File: src/hdl/bll_pkg.sv
`timescale 1ns / 1ps
// ----------------------------------------------------------------------------
// bll_pkg - shared types and codes of the linked list engine
// Command codes, result status codes and the sequencer state type.
// ----------------------------------------------------------------------------
package bll_pkg;

   // Command codes carried in the low bits of req_tdata
   typedef enum logic [1:0] {
      CMD_INSERT = 2'd0,
      CMD_APPEND = 2'd1,
      CMD_DELETE = 2'd2,
      CMD_LIST   = 2'd3
   } cmd_type;

   // Result status codes carried on rsp_tuser
   localparam logic [2:0] ST_DONE     = 3'd0;
   localparam logic [2:0] ST_FULL     = 3'd1;
   localparam logic [2:0] ST_EMPTY    = 3'd2;
   localparam logic [2:0] ST_NOTFOUND = 3'd3;
   localparam logic [2:0] ST_LISTED   = 3'd4;

   // Sequencer states, one-hot
   typedef enum logic [5:0] {
      S_IDLE  = 6'b000001,
      S_ALLOC = 6'b000010,
      S_WALK  = 6'b000100,
      S_FREE  = 6'b001000,
      S_LIST  = 6'b010000,
      S_REPLY = 6'b100000
   } state_type;

endpackage

File: src/hdl/bll_link_store.sv
`timescale 1ns / 1ps
// ----------------------------------------------------------------------------
// bll_link_store - next-slot link memory
// One write and one registered read per cycle. A slot whose link was never
// written reads as the following slot, the last slot wrapping to slot zero.
// ----------------------------------------------------------------------------
module bll_link_store #(
   parameter int CAPACITY = 32,
   parameter int SW       = 5
) (
   input  logic          clock,
   input  logic          reset,
   input  logic          wr_en,
   input  logic [SW-1:0] wr_addr,
   input  logic [SW-1:0] wr_data,
   input  logic          rd_en,
   input  logic [SW-1:0] rd_addr,
   output logic [SW-1:0] rd_data
);

   localparam logic [SW-1:0] SLOT_LAST = SW'(CAPACITY - 1);

   logic [SW-1:0]       links [CAPACITY];
   logic [CAPACITY-1:0] written_ff;
   logic [SW-1:0]       link_rd_ff;
   logic                link_ok_ff;
   logic [SW-1:0]       rd_addr_ff;
   logic [SW-1:0]       dflt_link;

   // link memory, registered read
   always_ff @(posedge clock) begin
      if (wr_en) begin
         links[wr_addr] <= wr_data;
      end
      if (rd_en) begin
         link_rd_ff <= links[rd_addr];
         rd_addr_ff <= rd_addr;
      end
   end

   // written marks, cleared by reset
   always_ff @(posedge clock) begin
      if (reset) begin
         written_ff <= '0;
         link_ok_ff <= 1'b0;
      end else begin
         if (wr_en) begin
            written_ff[wr_addr] <= 1'b1;
         end
         if (rd_en) begin
            link_ok_ff <= written_ff[rd_addr];
         end
      end
   end

   // untouched slot links to its successor
   assign dflt_link = (rd_addr_ff == SLOT_LAST) ? '0 : rd_addr_ff + SW'(1);
   assign rd_data   = link_ok_ff ? link_rd_ff : dflt_link;

endmodule

File: src/hdl/bounded_linked_list_engine.sv
`timescale 1ns / 1ps
// ----------------------------------------------------------------------------
// bounded_linked_list_engine - ordered list of signed values in a slot store
// Insert, append, delete-first-match and list over a linked store with a
// free chain, run by a small sequencer over one value and one link memory.
// ----------------------------------------------------------------------------
// Usage:
//   req channel: one command per transfer, req_tdata = {value, cmd}.
//   rsp channel: results, rsp_tdata = data, rsp_tuser = status, rsp_tlast
//   marks the final result of a command.
//   One command is in work at a time; req_tready is high only while the
//   sequencer is idle, and it returns in the same cycle as the final result
//   appears in the output register, even if that result is not yet
//   taken.
//   Steps to the (final) result register:
//     insert / append : allocate from free chain, then reply
//     delete          : walk to the first match, free its slot, then reply;
//                       reply at the end of the walk when no entry matches
//     list            : walk, one entry a cycle with no stall
//     full / empty    : reply directly, with no walk
//   The walk reads one slot a cycle from the value and link memories, so
//   delete and list are bound by the list length, up to CAPACITY entries.
//   A stalled receiver holds the output register; a list walk pauses until
//   the register frees. Reset empties the list and restores the free chain
//   at once: no clearing pass is needed.
// ----------------------------------------------------------------------------
module bounded_linked_list_engine
   import bll_pkg::*;
#(
   parameter int CAPACITY = 32
) (
   input  logic        clock,
   input  logic        reset,
   input  logic        req_tvalid,
   output logic        req_tready,
   input  logic [39:0] req_tdata,   // [1:0] cmd, [33:2] value, [39:34] zero
   output logic        rsp_tvalid,
   input  logic        rsp_tready,
   output logic [31:0] rsp_tdata,   // [31:0] data
   output logic [2:0]  rsp_tuser,   // [2:0] status
   output logic        rsp_tlast
);

   localparam int SW = (CAPACITY > 1) ? $clog2(CAPACITY) : 1;
   localparam int CW = $clog2(CAPACITY + 1);
   localparam logic [CW-1:0] COUNT_FULL = CW'(CAPACITY);

   state_type            state_ff, state_in;
   cmd_type              req_cmd;
   logic signed [31:0]   req_value;
   logic signed [31:0]   value_ff, value_in;
   logic [SW-1:0]        cur_ff, cur_in;
   logic [SW-1:0]        prev_ff, prev_in;
   logic [CW-1:0]        idx_ff, idx_in;
   logic [SW-1:0]        head_ff, head_in;
   logic [SW-1:0]        tail_ff, tail_in;
   logic [SW-1:0]        free_ff, free_in;
   logic [CW-1:0]        count_ff, count_in;
   logic                 append_ff, append_in;
   logic [2:0]           pend_status_ff, pend_status_in;
   logic signed [31:0]   pend_data_ff, pend_data_in;
   logic                 rsp_valid_ff, rsp_valid_in;
   logic [2:0]           rsp_status_ff, rsp_status_in;
   logic signed [31:0]   rsp_data_ff, rsp_data_in;
   logic                 rsp_last_ff, rsp_last_in;

   logic signed [31:0]   values [CAPACITY];
   logic signed [31:0]   val_rd_ff;
   logic                 val_we;
   logic                 rd_en;
   logic [SW-1:0]        rd_addr;
   logic                 link_we;
   logic [SW-1:0]        link_wa;
   logic [SW-1:0]        link_wd;
   logic [SW-1:0]        link_rd;

   logic                 req_xfer;
   logic                 out_free;
   logic [CW-1:0]        idx_nxt;
   logic                 idx_last;

   assign req_cmd   = cmd_type'(req_tdata[1:0]);
   assign req_value = req_tdata[33:2];
   assign req_tready = (state_ff == S_IDLE);
   assign req_xfer  = req_tvalid && req_tready;
   assign out_free  = !rsp_valid_ff || rsp_tready;
   assign idx_nxt   = idx_ff + CW'(1);
   assign idx_last  = (idx_nxt == count_ff);

   // value memory: written on allocation, registered read
   always_ff @(posedge clock) begin
      if (val_we) begin
         values[free_ff] <= req_value;
      end
      if (rd_en) begin
         val_rd_ff <= values[rd_addr];
      end
   end

   bll_link_store #(
      .CAPACITY (CAPACITY),
      .SW       (SW)
   ) u_links (
      .clock   (clock),
      .reset   (reset),
      .wr_en   (link_we),
      .wr_addr (link_wa),
      .wr_data (link_wd),
      .rd_en   (rd_en),
      .rd_addr (rd_addr),
      .rd_data (link_rd)
   );

   // sequencer
   always_comb begin
      state_in       = state_ff;
      value_in       = value_ff;
      cur_in         = cur_ff;
      prev_in        = prev_ff;
      idx_in         = idx_ff;
      head_in        = head_ff;
      tail_in        = tail_ff;
      free_in        = free_ff;
      count_in       = count_ff;
      append_in      = append_ff;
      pend_status_in = pend_status_ff;
      pend_data_in   = pend_data_ff;
      rsp_valid_in   = rsp_valid_ff && !rsp_tready;
      rsp_status_in  = rsp_status_ff;
      rsp_data_in    = rsp_data_ff;
      rsp_last_in    = rsp_last_ff;
      val_we         = 1'b0;
      rd_en          = 1'b0;
      rd_addr        = '0;
      link_we        = 1'b0;
      link_wa        = '0;
      link_wd        = '0;

      case (state_ff)
         S_IDLE: begin
            if (req_xfer) begin
               value_in     = req_value;
               append_in    = (req_cmd == CMD_APPEND);
               pend_data_in = '0;
               case (req_cmd)
                  CMD_INSERT, CMD_APPEND: begin
                     if (count_ff == COUNT_FULL) begin
                        pend_status_in = ST_FULL;
                        state_in       = S_REPLY;
                     end else begin
                        val_we   = 1'b1;
                        rd_en    = 1'b1;
                        rd_addr  = free_ff;
                        state_in = S_ALLOC;
                     end
                  end
                  default: begin
                     if (count_ff == '0) begin
                        pend_status_in = ST_EMPTY;
                        state_in       = S_REPLY;
                     end else begin
                        rd_en    = 1'b1;
                        rd_addr  = head_ff;
                        cur_in   = head_ff;
                        prev_in  = head_ff;
                        idx_in   = '0;
                        state_in = (req_cmd == CMD_DELETE) ? S_WALK : S_LIST;
                     end
                  end
               endcase
            end
         end

         // link in the slot taken from the free chain
         S_ALLOC: begin
            free_in = link_rd;
            if (count_ff == '0) begin
               head_in = free_ff;
               tail_in = free_ff;
            end else if (!append_ff) begin
               link_we = 1'b1;
               link_wa = free_ff;
               link_wd = head_ff;
               head_in = free_ff;
            end else begin
               link_we = 1'b1;
               link_wa = tail_ff;
               link_wd = free_ff;
               tail_in = free_ff;
            end
            count_in       = count_ff + CW'(1);
            pend_status_in = ST_DONE;
            state_in       = S_REPLY;
         end

         // compare one entry a cycle
         S_WALK: begin
            if (val_rd_ff == value_ff) begin
               if (idx_ff == '0) begin
                  head_in = link_rd;
               end else begin
                  link_we = 1'b1;
                  link_wa = prev_ff;
                  link_wd = link_rd;
                  if (cur_ff == tail_ff) begin
                     tail_in = prev_ff;
                  end
               end
               pend_data_in = val_rd_ff;
               state_in     = S_FREE;
            end else if (idx_last) begin
               pend_status_in = ST_NOTFOUND;
               state_in       = S_REPLY;
            end else begin
               rd_en   = 1'b1;
               rd_addr = link_rd;
               prev_in = cur_ff;
               cur_in  = link_rd;
               idx_in  = idx_nxt;
            end
         end

         // return the unlinked slot to the free chain
         S_FREE: begin
            link_we        = 1'b1;
            link_wa        = cur_ff;
            link_wd        = free_ff;
            free_in        = cur_ff;
            count_in       = count_ff - CW'(1);
            pend_status_in = ST_DONE;
            state_in       = S_REPLY;
         end

         // one entry per free output slot
         S_LIST: begin
            if (out_free) begin
               rsp_valid_in  = 1'b1;
               rsp_status_in = ST_LISTED;
               rsp_data_in   = val_rd_ff;
               rsp_last_in   = idx_last;
               if (idx_last) begin
                  state_in = S_IDLE;
               end else begin
                  rd_en   = 1'b1;
                  rd_addr = link_rd;
                  cur_in  = link_rd;
                  idx_in  = idx_nxt;
               end
            end
         end

         S_REPLY: begin
            if (out_free) begin
               rsp_valid_in  = 1'b1;
               rsp_status_in = pend_status_ff;
               rsp_data_in   = pend_data_ff;
               rsp_last_in   = 1'b1;
               state_in      = S_IDLE;
            end
         end

         default: begin
            state_in = S_IDLE;
         end
      endcase
   end

   // control registers
   always_ff @(posedge clock) begin
      if (reset) begin
         state_ff     <= S_IDLE;
         head_ff      <= '0;
         tail_ff      <= '0;
         free_ff      <= '0;
         count_ff     <= '0;
         rsp_valid_ff <= 1'b0;
      end else begin
         state_ff     <= state_in;
         head_ff      <= head_in;
         tail_ff      <= tail_in;
         free_ff      <= free_in;
         count_ff     <= count_in;
         rsp_valid_ff <= rsp_valid_in;
      end
   end

   // payload registers
   always_ff @(posedge clock) begin
      value_ff       <= value_in;
      cur_ff         <= cur_in;
      prev_ff        <= prev_in;
      idx_ff         <= idx_in;
      append_ff      <= append_in;
      pend_status_ff <= pend_status_in;
      pend_data_ff   <= pend_data_in;
      rsp_status_ff  <= rsp_status_in;
      rsp_data_ff    <= rsp_data_in;
      rsp_last_ff    <= rsp_last_in;
   end

   assign rsp_tvalid = rsp_valid_ff;
   assign rsp_tdata  = rsp_data_ff;
   assign rsp_tuser  = rsp_status_ff;
   assign rsp_tlast  = rsp_last_ff;

endmodule

File: config.mk
export PLATFORM = sky130hd
export DESIGN_NAME = bounded_linked_list_engine
export DESIGN_NICKNAME = d
export VERILOG_FILES = /design/src/hdl/bll_pkg.sv /design/src/hdl/bll_link_store.sv /design/src/hdl/bounded_linked_list_engine.sv
export SDC_FILE = /design/constraint.sdc
export NUM_CORES = 2
export LEC_CHECK = 0
export ABC_AREA = 1
export BUFFER_PORTS_ARGS = -buffer_cell sky130_fd_sc_hd__clkbuf_2
export CORE_MARGIN = 2
export CORE_UTILIZATION = 57
export DETAILED_ROUTE_END_ITERATION = 12
export PLACE_DENSITY = 0.76
export SETUP_SLACK_MARGIN = 0.2
export SYNTH_ARGS = -nofsm -noshare
export SYNTH_HDL_FRONTEND = slang
export SYNTH_SLANG_ARGS = --single-unit
export TNS_END_PERCENT = 20
File: constraint.sdc
create_clock -name clock -period 6.23 [get_ports clock]
set_input_delay 0.623 -clock clock [delete_from_list [all_inputs] [get_ports clock]]
set_output_delay 0.623 -clock clock [all_outputs]
set_load 0.05 [all_outputs]
==> run_results.csv <==
group,metric,value,unit
status,status,"complete, no violations",
timing,fin_tns_setup,0,ns
floorplan,die_height,326,µm
final_layout,layout.nets,4970,
critical_path,r2r_end,"val_rd_ff[0]",
global_routing,grt_usage,27.3,%
floorplan,io_pins,82,
place,place_area,60800,µm²
critical_path,timing.rr.start,"u_links.rd_addr_ff[0]",
route,drc_errors,0,
critical_path,regToRegSetupSlack,1.58,ns
global_routing,grt_overflow,0,
route,wl_per_cell,22.7,µm
cts,htreeDepth,4,
pwr,power,0.0222,W
route,vias_per_cell,5.93,
cts,cts_setup_buffers,0,
synthesis,ys_warn_count,0,
place,gp_congestion,0.888,
cts,cts_buffer_depth,3,
hold_path,hold_depth,3,
global_routing,first_global_vias,36431,
timing,skew,0.0248,ns
timing,finalHoldViolCount,0,
floorplan,die-width,326,µm
route,drtAntennaViolNets,0,
timing,period_minus_slack,4.65,ns
critical_path,max_stage_delay,0.75,ns
synthesis,synth_top_family_by_area,"simple AND/OR/NAND/NOR gates",
cts,cts_buffers,141,
pwr,leakagePower,22.7,nW
cts,cts_tree,"yes",
floorplan,start_util,57.7,%
cts,clk_pin_slew,0.06,ns
cts,cts_resized,0,
synthesis,synth_fa_ha_area_share,0.204,%
global_routing,grt_max_degree,172,
critical_path,worstPathRequired,6.73,ns
critical_path,path_max_fanout,70,
floorplan,fp.coreArea,102000,µm²
floorplan,num_rows,117,
synthesis,syn-instance-count,4908,
pwr,power_density,341,nW/µm²
synthesis,synth_edf_count,1345,
synthesis,syn_area,58900,µm²
final_layout,final_cells,6404,
critical_path,ff2ff_path_depth,17,
cts,clk_latency,0.76,ns
final_layout,fin_area,65200,µm²
route,vias,37945,
cts,cts.sinks,1406,
final_layout,drive_gt1_share,8.29,%
synthesis,yosysSeqAreaShare,70.6,%
hold_path,min_to,"state_ff[4]",
place,hpwl,78500,µm
synthesis,ys.flop_type,"edfxtp_1",
synthesis,muxShareOfSynthArea,0,%
timing,rsz0062_at_grt,"false",
timing,slew_headroom,22.5,%
hold_path,hold_class,"in2reg",
synthesis,yosys.area.top_type,"edfxtp_1",
critical_path,path_cells,"ha_1 -> nand2_1 -> nor2_1 -> ha_1 -> nor2_1 -> inv_1 -> o21a_1 -> inv_1 -> nand4_2 -> nand3_4 -> buf_4 -> nand2_1 -> o211ai_1 -> nand3_1 -> nand3_1 -> nand2_1 -> o21a_1",
final_layout,syn_to_final_growth,10.7,%
timing,fin_crit_sh,74.6,%
critical_path,worstSetupPathType,"reg2reg",
global_routing,grt_pass1_wl,217000,µm
critical_path,worstSetupStartpointType,"flip-flop",
route,firstDrtPassIters,7,
timing,max_freq,215,MHz
timing,tightest_slew,1.16,ns
timing,setup_viol,0,
global_routing,antenna_found_initial,9,
route,drt_wl_total,145000,µm
place,io_buffers,75,
place,dp_cells,6142,
timing,drv_slew,0,
route,drt_iter0_markers,4820,
hold_path,hp-start,"req_tdata[0]",
synthesis,synth_seq_cells,1406,
synthesis,synth_compound_area_share,9.62,%
synthesis,syn_avg_cell_area,12.0,µm²
synthesis,synth_top_area_share,68.5,%
run,drv_cap,0,
cts,cts_hold_buf,0,
synthesis,synthTopCellsByArea,"edfxtp_1, o211ai_1, nand2_1",
critical_path,crit_top_cell,"nand2_1",
final_layout,fill_cells,7320,
floorplan,dieArea,106000,µm²
synthesis,async_reset_ff_share,0,%
critical_path,slowest_stage,"nand3_4",
synthesis,synthXorXnorAreaFrac,0.476,%
synthesis,yosys.area_share.simple,11.8,%
cts,cts_root_buf,"clkbuf_16",
pwr,vdd_ir_drop_max,234,µV
critical_path,cp-end-kind,"flip-flop",
synthesis,yosys.cell_types.count,51,
synthesis,syn-num-nets,4961,
critical_path,cp_data_arrival_time,5.15,ns
-- cells by family (layout without fill, tap and decap cells) --
group / Yosys count / in the layout
adder cells (fa/ha/maj): 9 / 9
AND/OR/NAND/NOR: 1616 / 1616
buffers and inverters: 1055 / 1179
other: 0 / 4
flip-flops: 1406 / 1406
XOR/XNOR: 32 / 32
AO/OA/AOI/OAI: 790 / 790
-- worst max-delay path: cells and delay by family, from the launching register on --
family / cells / cell delay [ns]
simple gates: 9 / 2.00
buf+inv: 3 / 0.96
fa+ha+maj: 2 / 0.43
compound gates: 3 / 0.52
flops: 1 / 0.43
-- how the worst max path moves through the flow --
stage	start	end	slack, ns	depth (start not counted)
floorplan	req_tdata[1]	u_links.link_ok_ff	1.33	6
global placement	u_links.rd_addr_ff[0]	val_rd_ff[4]	1.81	17
global route	idx_ff[0]	val_rd_ff[0]	1.39	18
finish	u_links.rd_addr_ff[0]	val_rd_ff[0]	1.58	17
CTS	u_links.rd_addr_ff[0]	val_rd_ff[0]	1.67	17
detailed placement	u_links.rd_addr_ff[0]	val_rd_ff[0]	1.73	17
-- final cells by class --
cell class              count  area, µm²  share of cell area, %
flip-flops and latches   1406      41600                   63.8
multi-input cells        2447      13400                   20.5
clock buffers             192       3860                   5.91
clock inverters            66        611                  0.936
diodes                      4       10.0                 0.0153
repair buffers            155       1160                   1.78
well taps                1368       1710                   2.62
inverters                 766       2880                   4.41
-- cell usage in the layout, fill, tap and decap left out, types with 30 or more instances in the layout --
| cell | count |
|---|---|
| o211ai_1 | 595 |
| nor2_1 | 159 |
| nand2_1 | 831 |
| clkbuf_2 | 75 |
| clkbuf_16 | 146 |
| edfxtp_1 | 1345 |
| buf_4 | 65 |
| clkinv_1 | 32 |
| o21a_1 | 45 |
| clkbuf_1 | 43 |
| dfxtp_1 | 61 |
| o21ai_0 | 77 |
| a21oi_1 | 30 |
| nand3_1 | 530 |
| inv_1 | 751 |
-- layer usage --
layer	global-route usage [%]	wire, µm
met4	11.5	5340
met3	6.35	15500
met2	43.8	68400
met1	36.2	56100
met5	0	0
-- sequential cells by signal, indices dropped and copies added (netlist names), 5 cells and up --
signal and cells:
count_ff 6, u_links.links 160, tail_ff 5, val_rd_ff 32, u_links.rd_addr_ff 5, rsp_tdata 32, prev_ff 5, values 1024
free_ff 5, state_ff 6, pend_data_ff 32, head_ff 5, value_ff 32, u_links.written_ff 32, u_links.link_rd_ff 5, cur_ff 5
idx_ff 6
-- cell usage after synthesis (2+ instances only) --
library cell,number
edfxtp_1,1345
nand2_1,831
inv_1,753
o211ai_1,595
nand3_1,530
nor2_1,184
buf_2,176
clkbuf_1,88
o21ai_0,78
dfxtp_1,61
o21a_1,45
a21oi_1,31
nand4_1,29
xnor2_1,29
nor3_1,20
buf_6,10
inv_2,10
a31oi_1,8
buf_1,8
ha_1,8
buf_4,7
nor2_2,6
a311oi_1,5
a211oi_1,4
o221ai_1,4
o22ai_1,4
a221oi_1,3
clkinv_1,3
nor3_2,3
xor2_1,3
nand2_2,2
nand3_4,2
nand4_2,2
o2111ai_1,2
o21bai_1,2
or2_2,2
-- per-stage QoR --
step / setup WS (ns) / util (%) / hold WS, ns
after floorplan: 1.33 / - / 0.436
after global placement: 1.81 / 59.5 / 0.444
after detailed placement: 1.73 / 59.5 / 0.451
after CTS: 1.67 / 63.8 / 0.156
after global routing: 1.39 / 63.8 / 0.237
final: 1.58 / 63.8 / 0.198
-- where the power goes --
group          switching, W  leakage (nW)  total [W]  internal [W]
Sequential         0.000226          12.3     0.0112        0.0109
Clock               0.00352          2.17    0.00821       0.00469
Combinational       0.00207          8.23    0.00283      0.000766
Total               0.00581          22.7     0.0222        0.0164
Note: power is estimated with default switching activity, not from simulation.
